<file path="config.mk">
export PLATFORM = sky130hd
export DESIGN_NAME = tvec_prep
export DESIGN_NICKNAME = d
export VERILOG_FILES = /design/src/tvec_pkg.sv /design/src/tvec_prep.sv
export SDC_FILE = /design/constraint.sdc
export NUM_CORES = 1
export LEC_CHECK = 0
export ABC_AREA = 1
export BUFFER_PORTS_ARGS = -buffer_cell sky130_fd_sc_hd__buf_2
export CAP_MARGIN = 20
export CORE_AREA = 2 2 260 262
export DETAILED_ROUTE_END_ITERATION = 8
export DIE_AREA = 0 0 262 264
export PLACE_DENSITY_LB_ADDON = 0.2
export SYNTH_ARGS = -nofsm -noshare
export SYNTH_HDL_FRONTEND = slang
export SYNTH_SLANG_ARGS = --single-unit
</file>
<file path="constraint.sdc">
create_clock -name clk -period 1.64 [get_ports clk]
set_input_delay 0 -clock clk [delete_from_list [all_inputs] [get_ports clk]]
set_output_delay 0 -clock clk [all_outputs]
set_load 0.01 [all_outputs]
</file>
<file path="src/tvec_pkg.sv">
// Shared types, constants and helpers for the triangle tangent pipeline.
`default_nettype none
package tvec_pkg;

	localparam int unsigned PosW   = 32;
	localparam int unsigned TexW   = 48;
	localparam int unsigned UvW    = 24;
	localparam int unsigned EdgeW  = 33;
	localparam int unsigned DeltaW = 25;
	localparam int unsigned DetW   = 51;
	localparam int unsigned NumW   = 59;
	localparam int unsigned FloorW = 41;
	localparam int unsigned FracSh = 12;
	localparam int unsigned QBits  = 32;
	localparam int unsigned Lanes  = 3;
	localparam int unsigned Lat    = 6 + QBits;

	localparam logic [FloorW-1:0] FloorReset = 41'd1099512;
	localparam logic [PosW-1:0]   PosMax     = 32'h7FFF_FFFF;
	localparam logic [PosW-1:0]   NegMax     = 32'h8000_0000;

	typedef struct packed {
		logic signed [DetW-1:0] det;
		logic [Lanes-1:0][NumW-1:0] num;
	} front_t;

	typedef struct packed {
		logic             neg;
		logic             sat;
		logic [DetW-1:0]  rem;
		logic [QBits-1:0] low;
		logic [QBits-1:0] quo;
	} lane_t;

	typedef struct packed {
		logic [DetW-1:0] dmag;
		lane_t [Lanes-1:0] lane;
	} div_t;

	typedef struct packed {
		logic            clip;
		logic [PosW-1:0] val;
	} res_t;

	function automatic res_t finish(input lane_t l);
		res_t r;
		r.clip = 1'b0;
		r.val  = l.quo;
		if (l.sat) begin
			r.clip = 1'b1;
			r.val  = l.neg ? NegMax : PosMax;
		end else if (l.neg) begin
			if (l.quo > NegMax) begin
				r.clip = 1'b1;
				r.val  = NegMax;
			end else begin
				r.val = PosW'(~l.quo + 1'b1);
			end
		end else if (l.quo[QBits-1]) begin
			r.clip = 1'b1;
			r.val  = PosMax;
		end
		return r;
	endfunction

endpackage
`default_nettype wire

</file>
<file path="src/tvec_prep.sv">
// Divider setup: magnitudes, det floor, sign and overflow check.
`default_nettype none
module tvec_prep import tvec_pkg::*; (
	input  wire logic              clk,
	input  wire logic              arst_n,
	input  wire logic [FloorW-1:0] det_floor,
	input  wire logic              in_vld,
	input  wire front_t            in,
	output logic                   out_vld,
	output div_t                   out
);

	logic vld_s4;
	logic [DetW-1:0] dmag_s4;
	logic dneg_s4;
	logic [Lanes-1:0][NumW-1:0] nmag_s4;
	logic [Lanes-1:0] nneg_s4;

	logic [DetW-1:0]   det_abs, fl;
	logic              det_low;

	always_comb begin
		det_abs = in.det[DetW-1] ? DetW'(-in.det) : DetW'(in.det);
		fl      = (det_floor == '0) ? DetW'(1) : DetW'(det_floor);
		det_low = det_abs < fl;
	end

	always_ff @(posedge clk or negedge arst_n) begin
		if (!arst_n) begin
			vld_s4  <= 1'b0;
			out_vld <= 1'b0;
		end else begin
			vld_s4  <= in_vld;
			out_vld <= vld_s4;
		end
	end

	always_ff @(posedge clk) begin
		dmag_s4 <= det_low ? fl : det_abs;
		dneg_s4 <= det_low ? (in.det <= 0) : in.det[DetW-1];
		for (int i = 0; i < Lanes; i++) begin
			nneg_s4[i] <= in.num[i][NumW-1];
			nmag_s4[i] <= in.num[i][NumW-1] ? NumW'(~in.num[i] + 1'b1) : in.num[i];
		end
	end

	always_ff @(posedge clk) begin
		out.dmag <= dmag_s4;
		for (int i = 0; i < Lanes; i++) begin
			out.lane[i].neg <= nneg_s4[i] ^ dneg_s4;
			out.lane[i].sat <= (DetW+FracSh)'(nmag_s4[i]) >= {dmag_s4, FracSh'(0)};
			out.lane[i].rem <= DetW'(nmag_s4[i][NumW-1:FracSh]);
			out.lane[i].low <= {nmag_s4[i][FracSh-1:0], (QBits-FracSh)'(0)};
			out.lane[i].quo <= '0;
		end
	end

endmodule
`default_nettype wire

</file>
==> results.toml, run 1 <==
[setup_path]
path_delay_family = "simple AND/OR/NAND/NOR gates"
path_cells = "buf_12 > inv_16 > ha_4 > nand2_4 > nor3_4 > nand2_2 > nor4_4 > nor2_1 > xor2_1 > ha_1 > a21oi_2 > o21ai_1 > a21oi_1 > nor2_1 > a211oi_2 > nand2_2 > nand2_8 > nand2_8 > clkbuf_16 > nand2_2 > nand2_1"
end_kind = "flip-flop"
crit_fanout = 8
arrival_ps = 2770
cpMostUsedCell = "nand2_2"
cpMaxStageDelayCell = "ha_1"
regToRegSetupSlack_ps = -420
crit_buf_inv = 3
cpPeakStageDelay_ps = 350
worstSetupPathType = "in2reg"
critical_path_required_ps = 2110
critPathLaunchType = "input pin"

[detailed_routing]
postRouteAntennaNets = 0
post-route-drc-count = 0
drt-initial-drc-count = 1272
dr.pass1.iters = 5
wl_per_cell_um = 18.41
routed_wl_um = 97320
vias_per_cell = 4.512
vias = 23850

[sta]
fin_crit_sh_pct = 140.6
layout_setup_ws_ps = -665.2
skew_ps = 31.80
tns_ps = -43450
tightest_slew_ps = 584.8
relSlewSlack_pct = 60.96
fmax_mhz = 433.8
holdWs_ps = 10.19
min_period_ps = 2305
finalSetupViolCount = 116
rsz0062_at_grt = "true"
slew_violations = 0
hold_viol_final = 0

[clock_tree]
clk_latency_ps = 600
cts_tree = "built"
ctsHtreeMaxLevel = 2
cts.path.max_buffers = 3
root_buffer = "clkbuf_16"
cts.sinks = 468
path_clk_slew_ps = 60
cts_buffers = 50

[global_routing]
grtUsageTotal_pct = 26.51
grt_pass1_vias = 23370
antenna_found_initial = 3
grt_pass1_wl_um = 137400
grt_max_degree = 34
overflow = 0

[synth]
ys_warn_count = 0
ys_types = 54
synthFlopType = "dfxtp_1"
yosysSeqAreaShare_pct = 40.71
syn_avg_cell_area_um2 = 8.124
synth_edf_count = 0
ys_ff_latch = 468
async_flop_share_pct = 0.4274
syn_area_mm2 = 0.02304
syn_inst = 2836

[finish]
fillers = 6160
multi_input_area_mm2 = 0.01331
fin_cells = 5285
fin_util_pct = 57.13
regArea_mm2 = 0.009410
fin_area_mm2 = 0.03803
drive_gt1_share_pct = 39.74
final_common_cell = "buf_4"
area_delta_synth_final_pct = 65.05
fin_nets = 4826
layout_common_cells = "buf_4, buf_2, dfxtp_1"

[power]
power_leakage_nw = 18.38
power_density_mw_per_mm2 = 879.0
total_power_mw = 33.43
ir_worst_vdd_mv = 0.7933

[die]
core_mm2 = 0.06656
start_util_pct = 34.61
die_h_um = 264
die_area_mm2 = 0.06917
ios = 675
rows = 95
die_width_um = 262

[placed_design]
placed_cells = 4875
dp_slack_ps = -1331
portBuffers = 506
dpl.hpwl_um = 76570
place.gp.congestion = 0.9280
place_area_mm2 = 0.03141

[run]
max_cap_viol_count = 0

[outcome]
violations = "setup timing"
outcome = "complete, but fails checks"

[min_path]
hold_class = "in2reg"
-- layer usage --
metal	routed length, µm	GRT usage (%)	vias up
met1	42750	34.79	10980
met2	46380	44.32	659
li1	-	-	12030
met5	0	0	-
met3	4457	3.272	172
met4	3729	9.849	0
-- cell families after synthesis --
logic type	count (synthesis)	share of synthesized area, %
AO/OA/AOI/OAI	246	6.022
adder cells (fa/ha/maj)	185	10.05
AND/OR/NAND/NOR	1228	24.24
flip-flops	468	40.71
XOR/XNOR	199	7.565
buffers and inverters	509	11.41
other	1	0.01628
-- Yosys cell counts, drive strengths merged (3+ instances only) --
library cell | number | area [µm²]
dfxtp | 466 | 9329
o221ai | 3 | 26.28
o31ai | 10 | 75.07
a211oi | 6 | 45.04
ha | 185 | 2315
buf | 185 | 1413
nor3 | 66 | 350.3
o2111ai | 4 | 35.03
o211ai | 9 | 72.57
o21ai | 94 | 493.0
nor4 | 38 | 237.7
nand4 | 96 | 600.6
o21a | 5 | 37.54
or2 | 4 | 25.02
xor2 | 115 | 1007
inv | 302 | 1134
nand3b | 4 | 33.78
nand3 | 145 | 740.7
xnor2 | 84 | 735.7
nor2 | 360 | 1456
clkbuf | 20 | 75.07
a31oi | 3 | 18.77
a21o | 4 | 30.03
or4 | 7 | 52.55
nor3b | 3 | 22.52
a21oi | 105 | 529.3
nand2 | 500 | 2033
-- power breakdown --
part / internal (mW) / leakage, nW / switching [mW]
combinational: 4.17 / 13.6 / 4.39
sequential: 12.5 / 3.95 / 0.705
clock: 6.71 / 0.817 / 4.91
-- worst paths after layout --
check,from,end,depth (start not counted)
worst max-delay path,in[177],dmag_s4[18]$_DFF_P_,21
worst min-delay path,in[121],nmag_s4[122]$_DFF_P_,5
worst max register to register,dmag_s4[4]$_DFF_P_,out[232]$_DFF_P_,12
worst min register to register,dmag_s4[14]$_DFF_P_,out[365]$_DFF_P_,0
max in group asynchronous,arst_n,out_vld$_DFF_PN0_,3
min in group asynchronous,arst_n,vld_s4$_DFF_PN0_,3
-- flip-flops by register name (all words and copies together) (netlist names) --
name and flops:
out 234, nmag_s4 177, dmag_s4 51, nneg_s4 3, dneg_s4 1, out_vld 1, vld_s4 1
-- timing repair --
action,4_1_cts,5_1_grt
buffers inserted,15,33
resized for setup,85,313
setup endpoints to repair,45,174
hold buffers,272,17
endpoints found under the hold margin,234,18
cloned,0,5
pin swaps,12,108
-- worst min-delay path, cell delays in order --
cell    delay (ps)
buf_2          120
nor3_2          60
buf_4          120
nor2_1         130
xor2_1         120
-- area by class of cell --
class                           count  area share, %
Sequential cell                   468          24.75
Multi-Input combinational cell   2027          34.99
Timing Repair Buffer             1518          29.60
Clock inverter                     30         0.8587
Clock buffer                       62          3.645
Antenna cell                        3        0.01974
Inverter                          304          3.264
Tap cell                          873          2.872
(Power assumes the default switching activity.)
==> run 2, diff against run 1 <==
Settings changed: CORE_AREA 2 2 260 262 to 2 2 266 268, DIE_AREA 0 0 262 264 to 0 0 268 270.
==> run 2 against run 1 <==
Compared with the run above: the flow finishes with violations (hold timing, setup timing); critical path depth is the same; utilization decreased by 2.0 points; clock skew shrank 1.2 ps; setup slack better by 100 ps.
==> results.toml, run 2 (synthesis results as in run 1) <==
[outcome]
violations = "hold timing, setup timing"
outcome = "complete, but fails checks"

[die]
rows = 97
ios = 675
die_h_um = 270
core_mm2 = 0.06954
die_area_mm2 = 0.07236
die_width_um = 268
start_util_pct = 33.13

[sta]
slew_violations = 0
rsz0062_at_grt = "true"
holdWs_ps = -43.69
tightest_slew_ps = 580.5
hold_viol_final = 1
relSlewSlack_pct = 61.25
layout_setup_ws_ps = -565.2
skew_ps = 30.65
min_period_ps = 2205
finalSetupViolCount = 82
fin_crit_sh_pct = 134.5
fmax_mhz = 453.5

[global_routing]
overflow = 0
antenna_found_initial = 4
grt_pass1_vias = 24280
grt_pass1_wl_um = 143600
grt_max_degree = 44
grtUsageTotal_pct = 26.39

[min_path]
worstHoldEndpoint = "nmag_s4[74]$_DFF_P_"
hp-start = "in[72]"
hold_depth = 6
hold_class = "in2reg"

[placed_design]
place.gp.congestion = 0.9190
place_area_mm2 = 0.03170
portBuffers = 506
dpl.hpwl_um = 78240

[finish]
fin_area_mm2 = 0.03833
regArea_mm2 = 0.009408
fin_nets = 4863
max_flop_register = "out"
area_delta_synth_final_pct = 66.35
largestRegisters = "out (234), nmag_s4 (177), dmag_s4 (51)"
largest_register_ffs = 234
drive_gt1_share_pct = 38.91
multi_input_area_mm2 = 0.01297
fillers = 6524
final_common_cell = "buf_4"
layout_common_cells = "buf_4, buf_2, dfxtp_1"

[setup_path]
cp_num_cells = 21
crit_buf_inv = 5
path_delay_family = "simple AND/OR/NAND/NOR gates"
critical_path_required_ps = 2180
path_cells = "buf_12 > inv_16 > ha_4 > nand2_4 > nor2_4 > nand3_4 > o21ai_1 > buf_4 > xnor2_1 > ha_1 > a21oi_1 > o21ai_0 > a21oi_1 > nor2_1 > a211oi_2 > nand2_2 > nand2_4 > buf_8 > clkbuf_16 > nand3_2 > nand2_1"
cpMaxStageDelayCell = "ha_1"
r2r_end = "out[115]$_DFF_P_"
crit_fanout = 7
cpPeakStageDelay_ps = 280
arrival_ps = 2750
rr_worst_depth = 11
end_kind = "flip-flop"
worstReg2RegStart = "dmag_s4[9]$_DFF_P_"
worstSetupPathType = "in2reg"
regToRegSetupSlack_ps = -430
critPathLaunchType = "input pin"

[clock_tree]
cts_buffers = 53
clk_latency_ps = 630
ctsHtreeMaxLevel = 2
path_clk_slew_ps = 60
cts_tree = "built"
cts.sinks = 468
root_buffer = "clkbuf_16"
cts.path.max_buffers = 3

[power]
power_leakage_nw = 18.58
total_power_mw = 34.40
ir_worst_vdd_mv = 0.8147
power_density_mw_per_mm2 = 897.4

[detailed_routing]
vias_per_cell = 4.480
met2_wirelength_um = 47350
wl_met3_um = 4415
drt-initial-drc-count = 1284
top_layer_used = "met4"
wl_per_cell_um = 18.39
vias = 24150
post-route-drc-count = 0
postRouteAntennaNets = 0
dr.pass1.iters = 5
routed_wl_um = 99140
wl_met1_um = 44060

[run]
max_cap_viol_count = 0
-- run 2: cell count changes in the layout (fill, tap and decap cells not counted), moves of 11 or more --
cell,change
nor2_4,-12
dlygate4sd3_1,+12
inv_1,+12
nor2_1,+20
nand3_1,-13
nand3_2,+11
-- run 2: worst max-delay path by stage --
stage	endpoint	slack (ps)	startpoint
2_1_floorplan	dmag_s4[1]$_DFF_P_	-740	in[177]
3_3_place_gp	dmag_s4[1]$_DFF_P_	-1200	in[177]
6_report	dmag_s4[13]$_DFF_P_	-570	in[177]
5_1_grt	dmag_s4[13]$_DFF_P_	-740	in[197]
3_5_place_dp	dmag_s4[31]$_DFF_P_	-1250	in[191]
4_1_cts	out[115]$_DFF_P_	-490	dmag_s4[4]$_DFF_P_
-- run 2: where the power goes --
group / total, mW / switching, mW / internal (mW)
Combinational: 8.64 / 4.39 / 4.25
Sequential: 13.2 / 0.680 / 12.5
Clock: 12.5 / 5.14 / 7.39
Total: 34.4 / 10.2 / 24.2
-- run 2: metal layers --
| layer | vias up | GRT usage, % |
|---|---|---|
| met5 | - | 0 |
| met4 | 0 | 8.894 |
| met3 | 160 | 3.246 |
| met2 | 681 | 44.87 |
| met1 | 11220 | 34.38 |
| li1 | 12090 | - |
-- run 2: area by class of cell --
| type | count | share of cell area [%] |
|---|---|---|
| multi-input cells | 2026 | 33.84 |
| diodes | 5 | 0.03264 |
| well taps | 940 | 3.068 |
| flip-flops and latches | 468 | 24.54 |
| clock buffers | 68 | 3.894 |
| repair buffers | 1553 | 30.56 |
| clock inverters | 27 | 0.8748 |
| inverters | 304 | 3.183 |
-- run 2: stage by stage --
step                setup WS (ps)  util, %  TNS, ps  instances
floorplan                  -742.7        -   -30980       3003
detailed placement          -1250    45.58   -76110       4953
finish                     -565.2    55.12   -29440       5391
global route               -739.1    55.11   -44040       5390
global placement            -1203    45.58   -74830       4953
CTS                        -489.9    53.64   -35580       5370
-- run 2: timing repair --
item	in CTS	in global routing
endpoints found under the hold margin	234	17
cloned	4	3
setup endpoints to repair	45	171
resized for setup	116	222
buffers inserted	33	25
pin swaps	48	95
hold buffers	288	15
-- run 2: worst reg2reg max path: stages, from the launching register on --
cell and delay (ps):
dfxtp_2 350, clkinvlp_4 120, buf_12 170, ha_1 290, nand2_1 80, or3_1 370, o221ai_2 200, nand2_1 80
inv_1 60, o21ai_1 60, buf_4 140, nand3_1 90
